### config.mk
export PLATFORM = sky130hd
export DESIGN_NAME = radix_integer_field_parser
export DESIGN_NICKNAME = d
export VERILOG_FILES = /design/src/rtl/rifp_pkg.sv /design/src/rtl/radix_integer_field_parser.sv
export VERILOG_INCLUDE_DIRS = /design/src /design/src/rtl
export SDC_FILE = /design/constraint.sdc
export NUM_CORES = 1
export LEC_CHECK = 0
export ABC_AREA = 1
export BUFFER_PORTS_ARGS = -buffer_cell sky130_fd_sc_hd__buf_4
export CAP_MARGIN = 20
export CORE_MARGIN = 2
export CORE_UTILIZATION = 25
export DETAILED_ROUTE_END_ITERATION = 6
export HOLD_SLACK_MARGIN = 0.12
export MAX_ROUTING_LAYER = met4
export PLACE_DENSITY = 0.43
export SYNTH_ARGS = -nofsm -noshare
export SYNTH_HDL_FRONTEND = slang
export SYNTH_SLANG_ARGS = --single-unit
### constraint.sdc
create_clock -name clk -period 13 [get_ports clk]
set_input_delay 2.6 -clock clk [delete_from_list [all_inputs] [get_ports clk]]
set_output_delay 2.6 -clock clk [all_outputs]
set_load 0.02 [all_outputs]
### src/rtl/assert_macros.svh
// Assertion helpers for the parser RTL module.
`ifndef ASSERT_MACROS_SVH
`define ASSERT_MACROS_SVH

`ifndef ASSERT_OFF

// Same-cycle implication, muted while reset is asserted.
`define ASSERT_IMPLIES(label, clk, rst_n, ante, cons) \
	label: assert property (@(posedge clk) disable iff (!rst_n) (ante) |-> (cons)) \
		else $error("implication violated");

// Next-cycle implication, muted while reset is asserted.
`define ASSERT_NEXT(label, clk, rst_n, ante, cons) \
	label: assert property (@(posedge clk) disable iff (!rst_n) (ante) |=> (cons)) \
		else $error("next-cycle implication violated");

`else

`define ASSERT_IMPLIES(label, clk, rst_n, ante, cons)
`define ASSERT_NEXT(label, clk, rst_n, ante, cons)

`endif

`endif

### src/rtl/rifp_pkg.sv
package rifp_pkg;

	localparam int MAX_LEX_NEST = 4;
	localparam int NEST_W       = $clog2(MAX_LEX_NEST + 1);
	localparam logic [NEST_W-1:0] NEST_MAX = NEST_W'(MAX_LEX_NEST);

	localparam int CFG_ADDR_W = 2;
	localparam int CFG_DATA_W = 16;

	localparam logic [CFG_ADDR_W-1:0] CFG_MODE      = 2'd0;
	localparam logic [CFG_ADDR_W-1:0] CFG_RADIX     = 2'd1;
	localparam logic [CFG_ADDR_W-1:0] CFG_LIMIT_EN  = 2'd2;
	localparam logic [CFG_ADDR_W-1:0] CFG_CHAR_LIM  = 2'd3;

	localparam logic [1:0] MODE_PLAIN   = 2'd0;
	localparam logic [1:0] MODE_LEX_DEC = 2'd1;
	localparam logic [1:0] MODE_LEX_HEX = 2'd2;

	localparam logic [5:0] BASE_MIN = 6'd2;
	localparam logic [5:0] BASE_MAX = 6'd36;
	localparam logic [5:0] BASE_DEC = 6'd10;
	localparam logic [5:0] BASE_HEX = 6'd16;

	localparam logic [7:0] CH_SPACE = 8'h20;
	localparam logic [7:0] CH_PLUS  = 8'h2b;
	localparam logic [7:0] CH_MINUS = 8'h2d;
	localparam logic [7:0] CH_ZERO  = 8'h30;
	localparam logic [7:0] CH_EIGHT = 8'h38;
	localparam logic [7:0] CH_NINE  = 8'h39;
	localparam logic [7:0] CH_A_LOW = 8'h61;
	localparam logic [7:0] CH_Z_LOW = 8'h7a;
	localparam logic [7:0] CASE_BIT = 8'h20;

	// Digit code that no base accepts.
	localparam logic [5:0] DIGIT_NONE = 6'd63;

	typedef enum logic [2:0] {
		PH_START,
		PH_LEN,
		PH_SPACE,
		PH_SIGNED,
		PH_DIGITS
	} phase_t;

	typedef enum logic [2:0] {
		ST_OK,
		ST_LIMIT,
		ST_BADDIGIT,
		ST_EOS,
		ST_BADLEN,
		ST_DEEP
	} status_t;

	function automatic logic [5:0] digit_value(input logic [7:0] ch);
		logic [7:0] low;
		logic [7:0] d;
		low = ch | CASE_BIT;
		d = 8'd0;
		if (ch >= CH_ZERO && ch <= CH_NINE) begin
			d = ch - CH_ZERO;
			digit_value = d[5:0];
		end else if (low >= CH_A_LOW && low <= CH_Z_LOW) begin
			d = low - CH_A_LOW + 8'd10;
			digit_value = d[5:0];
		end else begin
			digit_value = DIGIT_NONE;
		end
	endfunction

endpackage

### src/rtl/radix_integer_field_parser.sv
// A byte is captured in the input register and its result in the result register, which drives m_tvalid.
// Throughput: one byte per cycle; the input register holds one byte and the result register
// one result, and a byte stalls only while a pending result is not taken.
// Per-byte work is one 32x6 multiply-add plus the field state update.
// Reset: arst_n clears config to mode 0, radix 10, no limit, and returns to field start.
`include "assert_macros.svh"

module radix_integer_field_parser (
	input  logic                              clk,
	input  logic                              arst_n,
	input  logic                              cfg_we,
	input  logic [rifp_pkg::CFG_ADDR_W-1:0]   cfg_addr,
	input  logic [rifp_pkg::CFG_DATA_W-1:0]   cfg_wdata,
	input  logic                              s_tvalid,
	output logic                              s_tready,
	input  logic [7:0]                        s_tdata,   // [7:0] text_byte
	input  logic [0:0]                        s_tuser,   // [0] command (1 = end of stream)
	output logic                              m_tvalid,
	input  logic                              m_tready,
	output logic [31:0]                       m_tdata,   // [31:0] value
	output logic [3:0]                        m_tuser    // [2:0] status, [3] byte_returned
);
	import rifp_pkg::*;

	// configuration
	logic [1:0]  mode_q;
	logic [5:0]  radix_q;
	logic        limit_en_q;
	logic [15:0] char_limit_q;

	// input register
	logic        valid_s1;
	logic        eos_s1;
	logic [7:0]  byte_s1;

	// field state
	phase_t              phase_q;
	logic                neg_q;
	logic [31:0]         val_q;
	logic [31:0]         chars_q;
	logic [NEST_W-1:0]   nest_q;
	logic [5:0]          base_q;

	// result register
	logic        m_valid_q;
	status_t     status_q;
	logic [31:0] value_q;
	logic        ret_q;

	logic advance;

	// effective state after field start is resolved
	phase_t              e_phase;
	logic                e_neg;
	logic [31:0]         e_val;
	logic [31:0]         e_chars;
	logic [NEST_W-1:0]   e_nest;
	logic [5:0]          e_base;

	phase_t              n_phase;
	logic                n_neg;
	logic [31:0]         n_val;
	logic [31:0]         n_chars;
	logic [NEST_W-1:0]   n_nest;
	logic [5:0]          n_base;

	logic        res_valid;
	status_t     res_status;
	logic [31:0] res_value;
	logic        res_ret;

	logic                lex;
	logic                lim;
	logic [5:0]          lex_base;
	logic [5:0]          plain_base;
	logic [5:0]          dv;
	logic                dig_ok;
	logic [31:0]         dig_term;
	logic [31:0]         mul_val;
	logic [31:0]         take_chars;
	logic                take_done;
	logic [NEST_W-1:0]   nest_dn;
	logic [5:0]          nest_base;
	logic [NEST_W-1:0]   nest_dn2;
	logic [5:0]          nest_base2;
	logic                r_ok;
	logic [31:0]         r_chars;
	logic                r_done;
	logic                redo;
	logic                is_sign;

	assign advance  = valid_s1 && (!m_valid_q || m_tready);
	assign s_tready = !valid_s1 || advance;

	assign m_tvalid = m_valid_q;
	assign m_tdata  = value_q;
	assign m_tuser  = {ret_q, status_q};

	always_ff @(posedge clk or negedge arst_n) begin
		if (!arst_n) begin
			mode_q       <= MODE_PLAIN;
			radix_q      <= BASE_DEC;
			limit_en_q   <= 1'b0;
			char_limit_q <= 16'd0;
		end else if (cfg_we) begin
			unique case (cfg_addr)
				CFG_MODE:     mode_q       <= cfg_wdata[1:0];
				CFG_RADIX:    radix_q      <= cfg_wdata[5:0];
				CFG_LIMIT_EN: limit_en_q   <= cfg_wdata[0];
				CFG_CHAR_LIM: char_limit_q <= cfg_wdata[15:0];
				default: begin
				end
			endcase
		end
	end

	always_ff @(posedge clk or negedge arst_n) begin
		if (!arst_n) begin
			valid_s1 <= 1'b0;
		end else if (s_tready) begin
			valid_s1 <= s_tvalid;
		end
	end

	always_ff @(posedge clk) begin
		if (s_tvalid && s_tready) begin
			eos_s1  <= s_tuser[0];
			byte_s1 <= s_tdata;
		end
	end

	always_comb begin
		lex        = (mode_q == MODE_LEX_DEC) || (mode_q == MODE_LEX_HEX);
		lim        = lex || limit_en_q;
		lex_base   = (mode_q == MODE_LEX_HEX) ? BASE_HEX : BASE_DEC;
		plain_base = radix_q;
		if (radix_q < BASE_MIN) begin
			plain_base = BASE_MIN;
		end else if (radix_q > BASE_MAX) begin
			plain_base = BASE_MAX;
		end

		e_phase = phase_q;
		e_neg   = neg_q;
		e_val   = val_q;
		e_chars = chars_q;
		e_nest  = nest_q;
		e_base  = base_q;
		if (!(phase_q == PH_LEN || phase_q == PH_SPACE || phase_q == PH_SIGNED ||
		      phase_q == PH_DIGITS)) begin
			e_neg  = 1'b0;
			e_val  = 32'd0;
			e_nest = '0;
			if (lex) begin
				e_phase = PH_LEN;
				e_chars = 32'd0;
				e_base  = BASE_DEC;
			end else begin
				e_phase = PH_SPACE;
				e_chars = {16'd0, char_limit_q};
				e_base  = plain_base;
			end
		end

		is_sign    = (byte_s1 == CH_MINUS) || (byte_s1 == CH_PLUS);
		dv         = digit_value(byte_s1);
		dig_ok     = dv < e_base;
		dig_term   = e_neg ? (32'd0 - {26'd0, dv}) : {26'd0, dv};
		// value is kept with its sign applied, so a completed field needs no negate
		mul_val    = e_val * {26'd0, e_base} + dig_term;
		take_chars = lim ? e_chars - 32'd1 : e_chars;
		take_done  = lim && (e_chars == 32'd1);
		nest_dn    = e_nest - NEST_W'(1);
		nest_base  = (nest_dn != '0) ? BASE_DEC : lex_base;
		nest_dn2   = nest_dn - NEST_W'(1);
		nest_base2 = (nest_dn2 != '0) ? BASE_DEC : lex_base;
		r_ok       = dv < nest_base;
		r_chars    = lim ? e_val - 32'd1 : e_val;
		r_done     = lim && (e_val == 32'd1);

		n_phase    = e_phase;
		n_neg      = e_neg;
		n_val      = e_val;
		n_chars    = e_chars;
		n_nest     = e_nest;
		n_base     = e_base;
		res_valid  = 1'b0;
		res_status = ST_OK;
		res_value  = 32'd0;
		res_ret    = 1'b0;
		redo       = 1'b0;

		unique case (e_phase)
			PH_LEN: begin
				if (eos_s1) begin
					res_valid  = 1'b1;
					res_status = ST_EOS;
				end else if (byte_s1 >= CH_ZERO && byte_s1 <= CH_EIGHT) begin
					n_phase = PH_SPACE;
					n_neg   = 1'b0;
					n_val   = 32'd0;
					n_chars = {24'd0, byte_s1 - CH_ZERO};
					n_base  = (e_nest != '0) ? BASE_DEC : lex_base;
					if (byte_s1 == CH_ZERO) begin
						res_valid  = 1'b1;
						res_status = ST_LIMIT;
					end
				end else if (byte_s1 == CH_NINE) begin
					if (e_nest >= NEST_MAX) begin
						res_valid  = 1'b1;
						res_status = ST_DEEP;
					end else begin
						n_nest = e_nest + NEST_W'(1);
					end
				end else begin
					res_valid  = 1'b1;
					res_status = ST_BADLEN;
				end
			end
			PH_SPACE, PH_SIGNED, PH_DIGITS: begin
				if (lim && e_chars == 32'd0) begin
					if (e_phase == PH_DIGITS && e_nest != '0) begin
						if (e_val == 32'd0) begin
							res_valid  = 1'b1;
							res_status = ST_LIMIT;
							res_ret    = !eos_s1;
						end else begin
							redo = 1'b1;
						end
					end else if (e_phase == PH_DIGITS) begin
						res_valid  = 1'b1;
						res_status = ST_OK;
						res_value  = e_val;
						res_ret    = !eos_s1;
					end else begin
						res_valid  = 1'b1;
						res_status = ST_LIMIT;
						res_ret    = !eos_s1;
					end
				end else if (eos_s1) begin
					res_valid = 1'b1;
					if (e_phase == PH_DIGITS && e_nest != '0) begin
						// the field it opens would see end of stream too
						res_status = (e_val == 32'd0) ? ST_LIMIT : ST_EOS;
					end else if (e_phase == PH_DIGITS) begin
						res_status = ST_OK;
						res_value  = e_val;
					end else begin
						res_status = ST_EOS;
					end
				end else if (e_phase == PH_SPACE && byte_s1 == CH_SPACE) begin
					n_chars = take_chars;
					if (take_done) begin
						res_valid  = 1'b1;
						res_status = ST_LIMIT;
					end
				end else if (e_phase == PH_SPACE && is_sign) begin
					n_neg   = (byte_s1 == CH_MINUS);
					n_phase = PH_SIGNED;
					n_chars = take_chars;
					if (take_done) begin
						res_valid  = 1'b1;
						res_status = ST_LIMIT;
					end
				end else if (dig_ok) begin
					n_val   = mul_val;
					n_phase = PH_DIGITS;
					n_chars = take_chars;
					if (take_done) begin
						if (e_nest != '0) begin
							// completed length opens the next field
							n_nest  = nest_dn;
							n_phase = PH_SPACE;
							n_neg   = 1'b0;
							n_val   = 32'd0;
							n_chars = mul_val;
							n_base  = nest_base;
							if (mul_val == 32'd0) begin
								res_valid  = 1'b1;
								res_status = ST_LIMIT;
							end
						end else begin
							res_valid  = 1'b1;
							res_status = ST_OK;
							res_value  = mul_val;
						end
					end
				end else if (e_phase == PH_DIGITS) begin
					if (e_nest != '0) begin
						if (e_val == 32'd0) begin
							res_valid  = 1'b1;
							res_status = ST_LIMIT;
							res_ret    = 1'b1;
						end else begin
							redo = 1'b1;
						end
					end else begin
						res_valid  = 1'b1;
						res_status = ST_OK;
						res_value  = e_val;
						res_ret    = 1'b1;
					end
				end else begin
					res_valid  = 1'b1;
					res_status = ST_BADDIGIT;
					res_ret    = 1'b1;
				end
			end
			default: begin
			end
		endcase

		// A nested length ended on an unconsumed byte: open the next field with
		// that length and present the same byte to it.
		if (redo) begin
			n_nest  = nest_dn;
			n_base  = nest_base;
			n_neg   = 1'b0;
			n_val   = 32'd0;
			n_chars = e_val;
			n_phase = PH_SPACE;
			if (eos_s1) begin
				res_valid  = 1'b1;
				res_status = ST_EOS;
			end else if (byte_s1 == CH_SPACE) begin
				n_chars = r_chars;
				if (r_done) begin
					res_valid  = 1'b1;
					res_status = ST_LIMIT;
				end
			end else if (is_sign) begin
				n_neg   = (byte_s1 == CH_MINUS);
				n_phase = PH_SIGNED;
				n_chars = r_chars;
				if (r_done) begin
					res_valid  = 1'b1;
					res_status = ST_LIMIT;
				end
			end else if (r_ok) begin
				n_val   = {26'd0, dv};
				n_phase = PH_DIGITS;
				n_chars = r_chars;
				if (r_done) begin
					if (nest_dn != '0) begin
						n_nest  = nest_dn2;
						n_phase = PH_SPACE;
						n_val   = 32'd0;
						n_chars = {26'd0, dv};
						n_base  = nest_base2;
						if (dv == 6'd0) begin
							res_valid  = 1'b1;
							res_status = ST_LIMIT;
						end
					end else begin
						res_valid  = 1'b1;
						res_status = ST_OK;
						res_value  = {26'd0, dv};
					end
				end
			end else begin
				res_valid  = 1'b1;
				res_status = ST_BADDIGIT;
				res_ret    = 1'b1;
			end
		end

		// every result ends the field
		if (res_valid) begin
			n_phase = PH_START;
		end
	end

	always_ff @(posedge clk or negedge arst_n) begin
		if (!arst_n) begin
			phase_q <= PH_START;
			neg_q   <= 1'b0;
			val_q   <= 32'd0;
			chars_q <= 32'd0;
			nest_q  <= '0;
			base_q  <= BASE_DEC;
		end else if (advance) begin
			phase_q <= n_phase;
			neg_q   <= n_neg;
			val_q   <= n_val;
			chars_q <= n_chars;
			nest_q  <= n_nest;
			base_q  <= n_base;
		end
	end

	always_ff @(posedge clk or negedge arst_n) begin
		if (!arst_n) begin
			m_valid_q <= 1'b0;
		end else if (advance && res_valid) begin
			m_valid_q <= 1'b1;
		end else if (m_tready) begin
			m_valid_q <= 1'b0;
		end
	end

	always_ff @(posedge clk) begin
		if (advance && res_valid) begin
			status_q <= res_status;
			value_q  <= res_value;
			ret_q    <= res_ret;
		end
	end

	`ASSERT_IMPLIES(a_value_only_ok, clk, arst_n, m_valid_q && status_q != ST_OK, value_q == 32'd0)

	`ASSERT_IMPLIES(a_return_kinds, clk, arst_n, m_valid_q && ret_q, status_q == ST_OK || status_q == ST_LIMIT || status_q == ST_BADDIGIT)

	`ASSERT_IMPLIES(a_nest_bound, clk, arst_n, 1'b1, nest_q <= NEST_MAX)

	`ASSERT_NEXT(a_field_restart, clk, arst_n, advance && res_valid, phase_q == PH_START)

endmodule

# Word level (Yosys, flattened, before mapping)
# Cells that the tools add are included.
[op_classes]
n_addsub = 10
multipliers = 1
order_cmp = 10
eq_ne = 20
mux = 225
reduce_logical = 37
[op_table]
columns = ["operator", "n"]
rows = [
  ["32-bit 2-to-1 mux", 49],
  ["3-bit 2-to-1 mux", 59],
  ["6-bit 2-to-1 mux", 22],
  ["32-bit one-hot mux with 2 select lines", 2],
  ["32-bit zero test", 3],
  ["1-bit 2-to-1 mux", 72],
  ["32-bit by 1-bit equality test with 1-bit output (second input constant)", 2],
  ["32-bit by 1-bit subtractor with 32-bit output (second input constant)", 2],
  ["5-bit 2-to-1 mux", 10],
  ["8-bit by 6-bit equality test with 1-bit output (second input constant)", 5],
  ["32-bit adder", 1],
  ["32-bit by 6-bit multiplier with 32-bit output", 1],
  ["3-bit one-hot mux with 2 select lines", 3],
  ["8-bit by 6-bit <= comparator with 1-bit output (second input constant)", 2],
  ["16-bit 2-to-1 mux", 1],
  ["3-bit by 2-bit equality test with 1-bit output (second input constant)", 4],
  ["1-bit logical AND", 12],
  ["6-bit one-hot mux with 2 select lines", 1],
  ["3-bit nonzero test", 3],
  ["8-bit by 6-bit >= comparator with 1-bit output (second input constant)", 1],
  ["8-bit by 7-bit >= comparator with 1-bit output (second input constant)", 1],
  ["8-bit by 7-bit <= comparator with 1-bit output (second input constant)", 1],
  ["1-bit logical OR", 8],
  ["2-bit 2-to-1 mux", 4],
  ["other kinds (22)", 34],
]
[totals]
regBits = 149
out_inout_bits = 38
word_cells = 320

# Depth between registers and ports, before layout
[logic_depth]
ltp_word = 27
depth_mapped = 43

# Least setup slack after synthesis
# No wires, ideal clock.
[synth_path]
path_type = "reg2reg"
startpoint = "register phase_q[1]"
endpoint = "register value_q[0] (netlist: m_tdata[0]), enable pin"
setup_time_ns = 0.391
arrival_ns = 6.655
slack_ns = 5.955
stages_incl_launch_ff = 36
path_buffers = 5
period_less_slack_ns = 7.045
path_cell_list = "dfrtp_1 inv_2 nand3_2 nand2_4 buf_2 buf_6 buf_6 o21ai_0 inv_1 clkbuf_1 buf_1 nand2_1 fa_1 fa_1 inv_1 fa_1 inv_1 fa_1 inv_1 ha_1 a21o_1 a21boi_0 o21ai_0 a21oi_1 nand2_1 xnor2_1 nand4_1 nor2_1 nand3_1 nand2_1 nand2_1 nand2_1 a21oi_1 nand3_1 nand2_1 inv_1"
[synth_between]
elab_chain_len = 26
[synth_rtl]
columns = ["element", "line_no", "rtl"]
rows = [
  ["start, declared", "radix_integer_field_parser.sv:37", "phase_t phase_q;"],
  ["start signal, assigned", "radix_integer_field_parser.sv:382", "phase_q <= n_phase;"],
  ["3-bit by 1-bit equality test with 1-bit output / 3-bit by 2-bit equality test with 1-bit output (equally long branches)", "radix_integer_field_parser.sv:149", "if (!(phase_q == PH_LEN || phase_q == PH_SPACE || phase_q == PH_SIGNED ||"],
  ["1-bit logical OR (3 in series)", "radix_integer_field_parser.sv:149", ""],
  ["32-bit 2-to-1 mux (tied with other cells)", "radix_integer_field_parser.sv:149", ""],
  ["32-bit by 6-bit multiplier with 32-bit output / 32-bit 2-to-1 mux (equally long branches)", "radix_integer_field_parser.sv:170, radix_integer_field_parser.sv:168", ""],
  ["32-bit adder", "radix_integer_field_parser.sv:170", "mul_val = e_val * {26'd0, e_base} + dig_term;"],
  ["32-bit zero test", "radix_integer_field_parser.sv:278", "if (mul_val == 32'd0) begin"],
  ["1-bit 2-to-1 mux", "radix_integer_field_parser.sv:278", ""],
  ["1-bit 2-to-1 mux", "radix_integer_field_parser.sv:270", "if (e_nest != '0) begin"],
  ["[... 8 more ...]", "n/a", ""],
  ["1-bit 2-to-1 mux", "radix_integer_field_parser.sv:344", "if (nest_dn != '0) begin"],
  ["1-bit 2-to-1 mux", "radix_integer_field_parser.sv:343", "if (r_done) begin"],
  ["1-bit 2-to-1 mux", "radix_integer_field_parser.sv:339", "end else if (r_ok) begin"],
  ["1-bit 2-to-1 mux", "radix_integer_field_parser.sv:331", "end else if (is_sign) begin"],
  ["1-bit 2-to-1 mux", "radix_integer_field_parser.sv:325", "end else if (byte_s1 == CH_SPACE) begin"],
  ["1-bit 2-to-1 mux", "radix_integer_field_parser.sv:322", "if (eos_s1) begin"],
  ["1-bit 2-to-1 mux (*)", "radix_integer_field_parser.sv:315", "if (redo) begin"],
  ["1-bit logical AND (*)", "radix_integer_field_parser.sv:402", "if (advance && res_valid) begin"],
  ["end signal, assigned", "radix_integer_field_parser.sv:404", "value_q <= res_value;"],
  ["end, declared", "radix_integer_field_parser.sv:47", "logic [31:0] value_q;"],
]
# Every way passes the cells marked *; elsewhere a longest branch is shown, timed or not.
# A chain may end at the register's enable or synchronous reset.

# Worst setup path in the final report
[layout_path]
startpoint = "register phase_q[1]"
endpoint = "register value_q[12] (netlist: m_tdata[12]), enable pin"
# Same word-level chain as after synthesis.

==> flow_summary_export.csv <==
group,metric,value,unit
status,status,"complete, no violations",
clock_network,cts.repair.resized,0,
sta,period_share,73.0,%
route,drt-met1-wl,38200,um
critical_path,cp.buffers_inverters,8,
synth,ys_seq_elements,149,
placement,dpl.hpwl,61700,um
placement,io_buffers,69,
synth,ys_seq_area_share,19.8,%
sta,final_hold_viol_count,0,
die,initial_core_util,25.3,%
critical_path,cp-startpoint,"phase_q[1]$_DFFE_PN0P_",
grt,grt_max_degree,59,
route,drc,0,
critical_path,r2r_end,"m_tdata[12]$_DFFE_PP_",
route,antenna_left,0,
synth,synth_edf_count,45,
clock_network,htree_num_levels,4,
route,dr.pass1.iters,6,
pwr,powerDensity,165,nW/um^2
critical_path,crit_family,"simple AND/OR/NAND/NOR gates",
cells_and_area,area_delta_synth_final,10.6,%
critical_path,required,13100,ps
synth,ys_types,73,
critical_path,path_max_fanout,36,
grt,antenna_found_initial,1,
route,met2_length,36400,um
pwr,total_leakage_power,0.0115,uW
route,wl_per_cell,19.8,um
critical_path,cp-end-kind,"flip-flop",
critical_path,cp_slowest_cell,"clkinv_1",
critical_path,cp_common_cell,"nand2_1",
critical_path,critical_path_class,"reg -> reg",
cells_and_area,finalNonFillerCells,4082,
clock_network,cts_root_buffer,"clkbuf_16",
die,fp-row-count,103,
clock_network,clkTransAtPathRegs,80,ps
placement,dp_cells,4047,
route,wl_met3,4300,um
die,die_w,287,um
clock_network,clock_latency,500,ps
synth,syn_area,20000,sq um
sta,tns,0,ps
cells_and_area,fillers,8999,
cells_and_area,utilization,28.0,%
sta,slew_headroom,28.3,%
critical_path,r2r_start,"phase_q[1]$_DFFE_PN0P_",
sta,skew,25.0,ps
cells_and_area,fin_nets,3253,
critical_path,worstPathArrival,9590,ps
cells_and_area,layout-drive-gt1-share,9.10,%
pwr,vdd_ir_drop_max,0.120,mV
clock_network,cts_setup_buffers,0,
synth,synthCells,3013,
sta,worstMarginPinSlew,1070,ps
critical_path,startpoint_type,"flip-flop",
route,route.final.wire_length,80900,um
synth,post_synth.cell_area_avg,6.65,sq um
grt,first_global_vias,19561,
hold_path,hp-class,"reg -> reg",
grt,grt-ovfl-total,0,
sta,finalMaxSlewViolations,0,
placement,gp_congestion,0.956,
synth,yosysWarningCount,0,
synth,syn-num-nets,3247,
cells_and_area,diodes,0,
die,io_pins,70,
grt,grt_util_all_layers,20.5,%
die,die_h,287,um
route,dr_total_vias,19743,
hold_path,hold_depth,2,
clock_network,cts_tree,"done",
synth,ys.flop_type,"dfrtp_1",
sta,setup_violations,0,
sta,rsz0062_at_grt,"false",
hold_path,min_to,"chars_q[8]$_DFFE_PN0P_",
job,maxCapViolations,0,
sta,fmax,0.105,GHz
hold_path,holdCritStartpoint,"chars_q[8]$_DFFE_PN0P_",
critical_path,ff2ff_path_depth,36,
critical_path,rrSetupSlack,3510,ps
clock_network,cts_buffers,17,
clock_network,clockBufferDepth,2,
route,viasPerCell,4.84,
route,routed.top_layer,"met4",
die,design.die.area,82400,sq um
critical_path,slowest_delay,800,ps
synth,async_reset_ff_share,69.8,%
grt,grt_pass1_wl,124000,um
clock_network,hold_buffers,0,
route,first_iter_violations,1888,
die,core,79100,sq um
sta,period_minus_slack,9490,ps
clock_network,cts_num_sinks,149,
-- cells in the final DEF, fill, tap and decap left out, types with 7 or more instances in the layout --
cell type	n
o21ai_0	158
nand4_1	41
buf_4	105
nand2_2	15
o221ai_1	13
o22ai_1	89
nand3_1	129
dfrtp_1	100
clkbuf_16	17
nand3b_1	7
clkinv_1	7
edfxtp_1	45
a22oi_1	36
inv_2	34
inv_1	616
ha_1	65
fa_1	137
a21oi_1	117
nor2_2	24
nor3_1	28
o211ai_1	22
o22ai_2	13
xor2_1	47
nor2_1	276
nor2_4	14
o21ai_1	48
a211oi_1	15
nand2_1	705
xnor2_1	10
o21bai_1	7
-- flip-flops by register name, indices dropped and copies added, names as in the netlist, 2 cells and up --
signal / flops
byte_s1: 8
phase_q: 3
char_limit_q: 16
radix_q: 6
m_tdata: 32
val_q: 32
base_q: 6
mode_q: 2
nest_q: 3
chars_q: 32
status_q: 3
-- area by class of cell --
class                   count  area (sq um)  share of cell area [%]
well taps                1050          1310                    5.93
multi-input cells        2084         13000                    58.6
clock inverters            15           179                   0.807
clock buffers              17           425                    1.92
repair buffers            108           826                    3.73
inverters                 659          2480                    11.2
flip-flops and latches    149          3960                    17.9
-- metal layers --
metal | global-route usage, % | vias up
met4 | 5.64 | 0
li1 | - | 9540
met5 | - | -
met3 | 2.21 | 85
met1 | 28.2 | 9491
met2 | 31.7 | 627
-- kinds of logic (layout without fill, tap and decap cells) --
logic type / count (synthesis) / in the layout / synth area share, %
DFF: 149 / 149 / 19.8
AOI/OAI and AO/OA: 561 / 561 / 17.3
and+or+nand+nor: 1264 / 1264 / 27.2
xor gates and xnor gates: 57 / 57 / 2.49
adders and majority gates: 202 / 202 / 17.7
buffers and inverters: 780 / 799 / 15.5
-- worst reg2reg max path, delay by kind of cell, from the launching register on --
kind	cells	cell delay [ps]
adder cells (fa/ha/maj)	5	2300
AND/OR/NAND/NOR	19	2970
AO/OA/AOI/OAI	3	570
XOR/XNOR	1	620
buffers and inverters	8	2190
flip-flops	1	410
-- per-stage QoR --
| step | setup WS [ps] | instance area (sq um) | power, uW | hold slack, ps |
|---|---|---|---|---|
| after detailed placement | 3680 | 21500 | 3090 | 476 |
| after global routing | 2870 | 22200 | 3920 | 525 |
| after global placement | 3760 | 21500 | 3100 | 468 |
| final | 3510 | 22200 | 3660 | 486 |
| after floorplan | 5950 | 20000 | 2320 | 449 |
| after CTS | 3580 | 22100 | 3660 | 494 |
-- where the power goes --
part	switching, uW	internal [uW]	leakage (uW)
clock network	276	276	0.000294
registers	69.0	631	0.00179
logic	1800	609	0.00941
total	2150	1520	0.0115
-- worst max path at each step --
| stage | endpoint | slack, ps | depth (start not counted) |
|---|---|---|---|
| 6_report | m_tdata[12]$_DFFE_PP_ | 3510 | 36 |
| 5_1_grt | m_tdata[12]$_DFFE_PP_ | 2870 | 36 |
| 4_1_cts | m_tdata[12]$_DFFE_PP_ | 3580 | 36 |
| 3_5_place_dp | m_tdata[18]$_DFFE_PP_ | 3680 | 36 |
| 3_3_place_gp | m_tdata[16]$_DFFE_PP_ | 3760 | 36 |
| 2_1_floorplan | m_tdata[0]$_DFFE_PP_ | 5950 | 35 |
-- synthesized netlist by cell type (4+ instances only) --
cell type | number | area (sq um)
edfxtp_1 | 45 | 1350
nand2_1 | 705 | 2650
buf_2 | 23 | 115
o21ai_1 | 48 | 240
a21oi_1 | 117 | 586
nor3_1 | 28 | 140
inv_2 | 32 | 120
nor2_4 | 12 | 135
o32ai_1 | 4 | 35.0
nand3_1 | 129 | 646
o21ai_0 | 158 | 791
o211ai_1 | 22 | 165
buf_6 | 9 | 101
nand3b_1 | 7 | 52.6
xor2_1 | 47 | 412
o22ai_1 | 89 | 557
a22oi_1 | 36 | 270
clkinv_1 | 6 | 22.5
nand2_2 | 15 | 93.8
buf_1 | 7 | 26.3
a211oi_1 | 15 | 113
dfstp_2 | 4 | 105
nand2_4 | 5 | 56.3
nor2_2 | 25 | 156
o221ai_1 | 13 | 114
buf_4 | 5 | 37.5
o22ai_2 | 13 | 163
a21o_1 | 4 | 30.0
clkbuf_1 | 73 | 274
dfrtp_1 | 100 | 2500
fa_1 | 137 | 2740
ha_1 | 65 | 813
xnor2_1 | 10 | 87.6
nor2_1 | 277 | 1040
inv_1 | 618 | 2320
nand4_1 | 41 | 257
o21bai_1 | 7 | 52.6
Note: power is estimated with default switching activity, not from simulation.
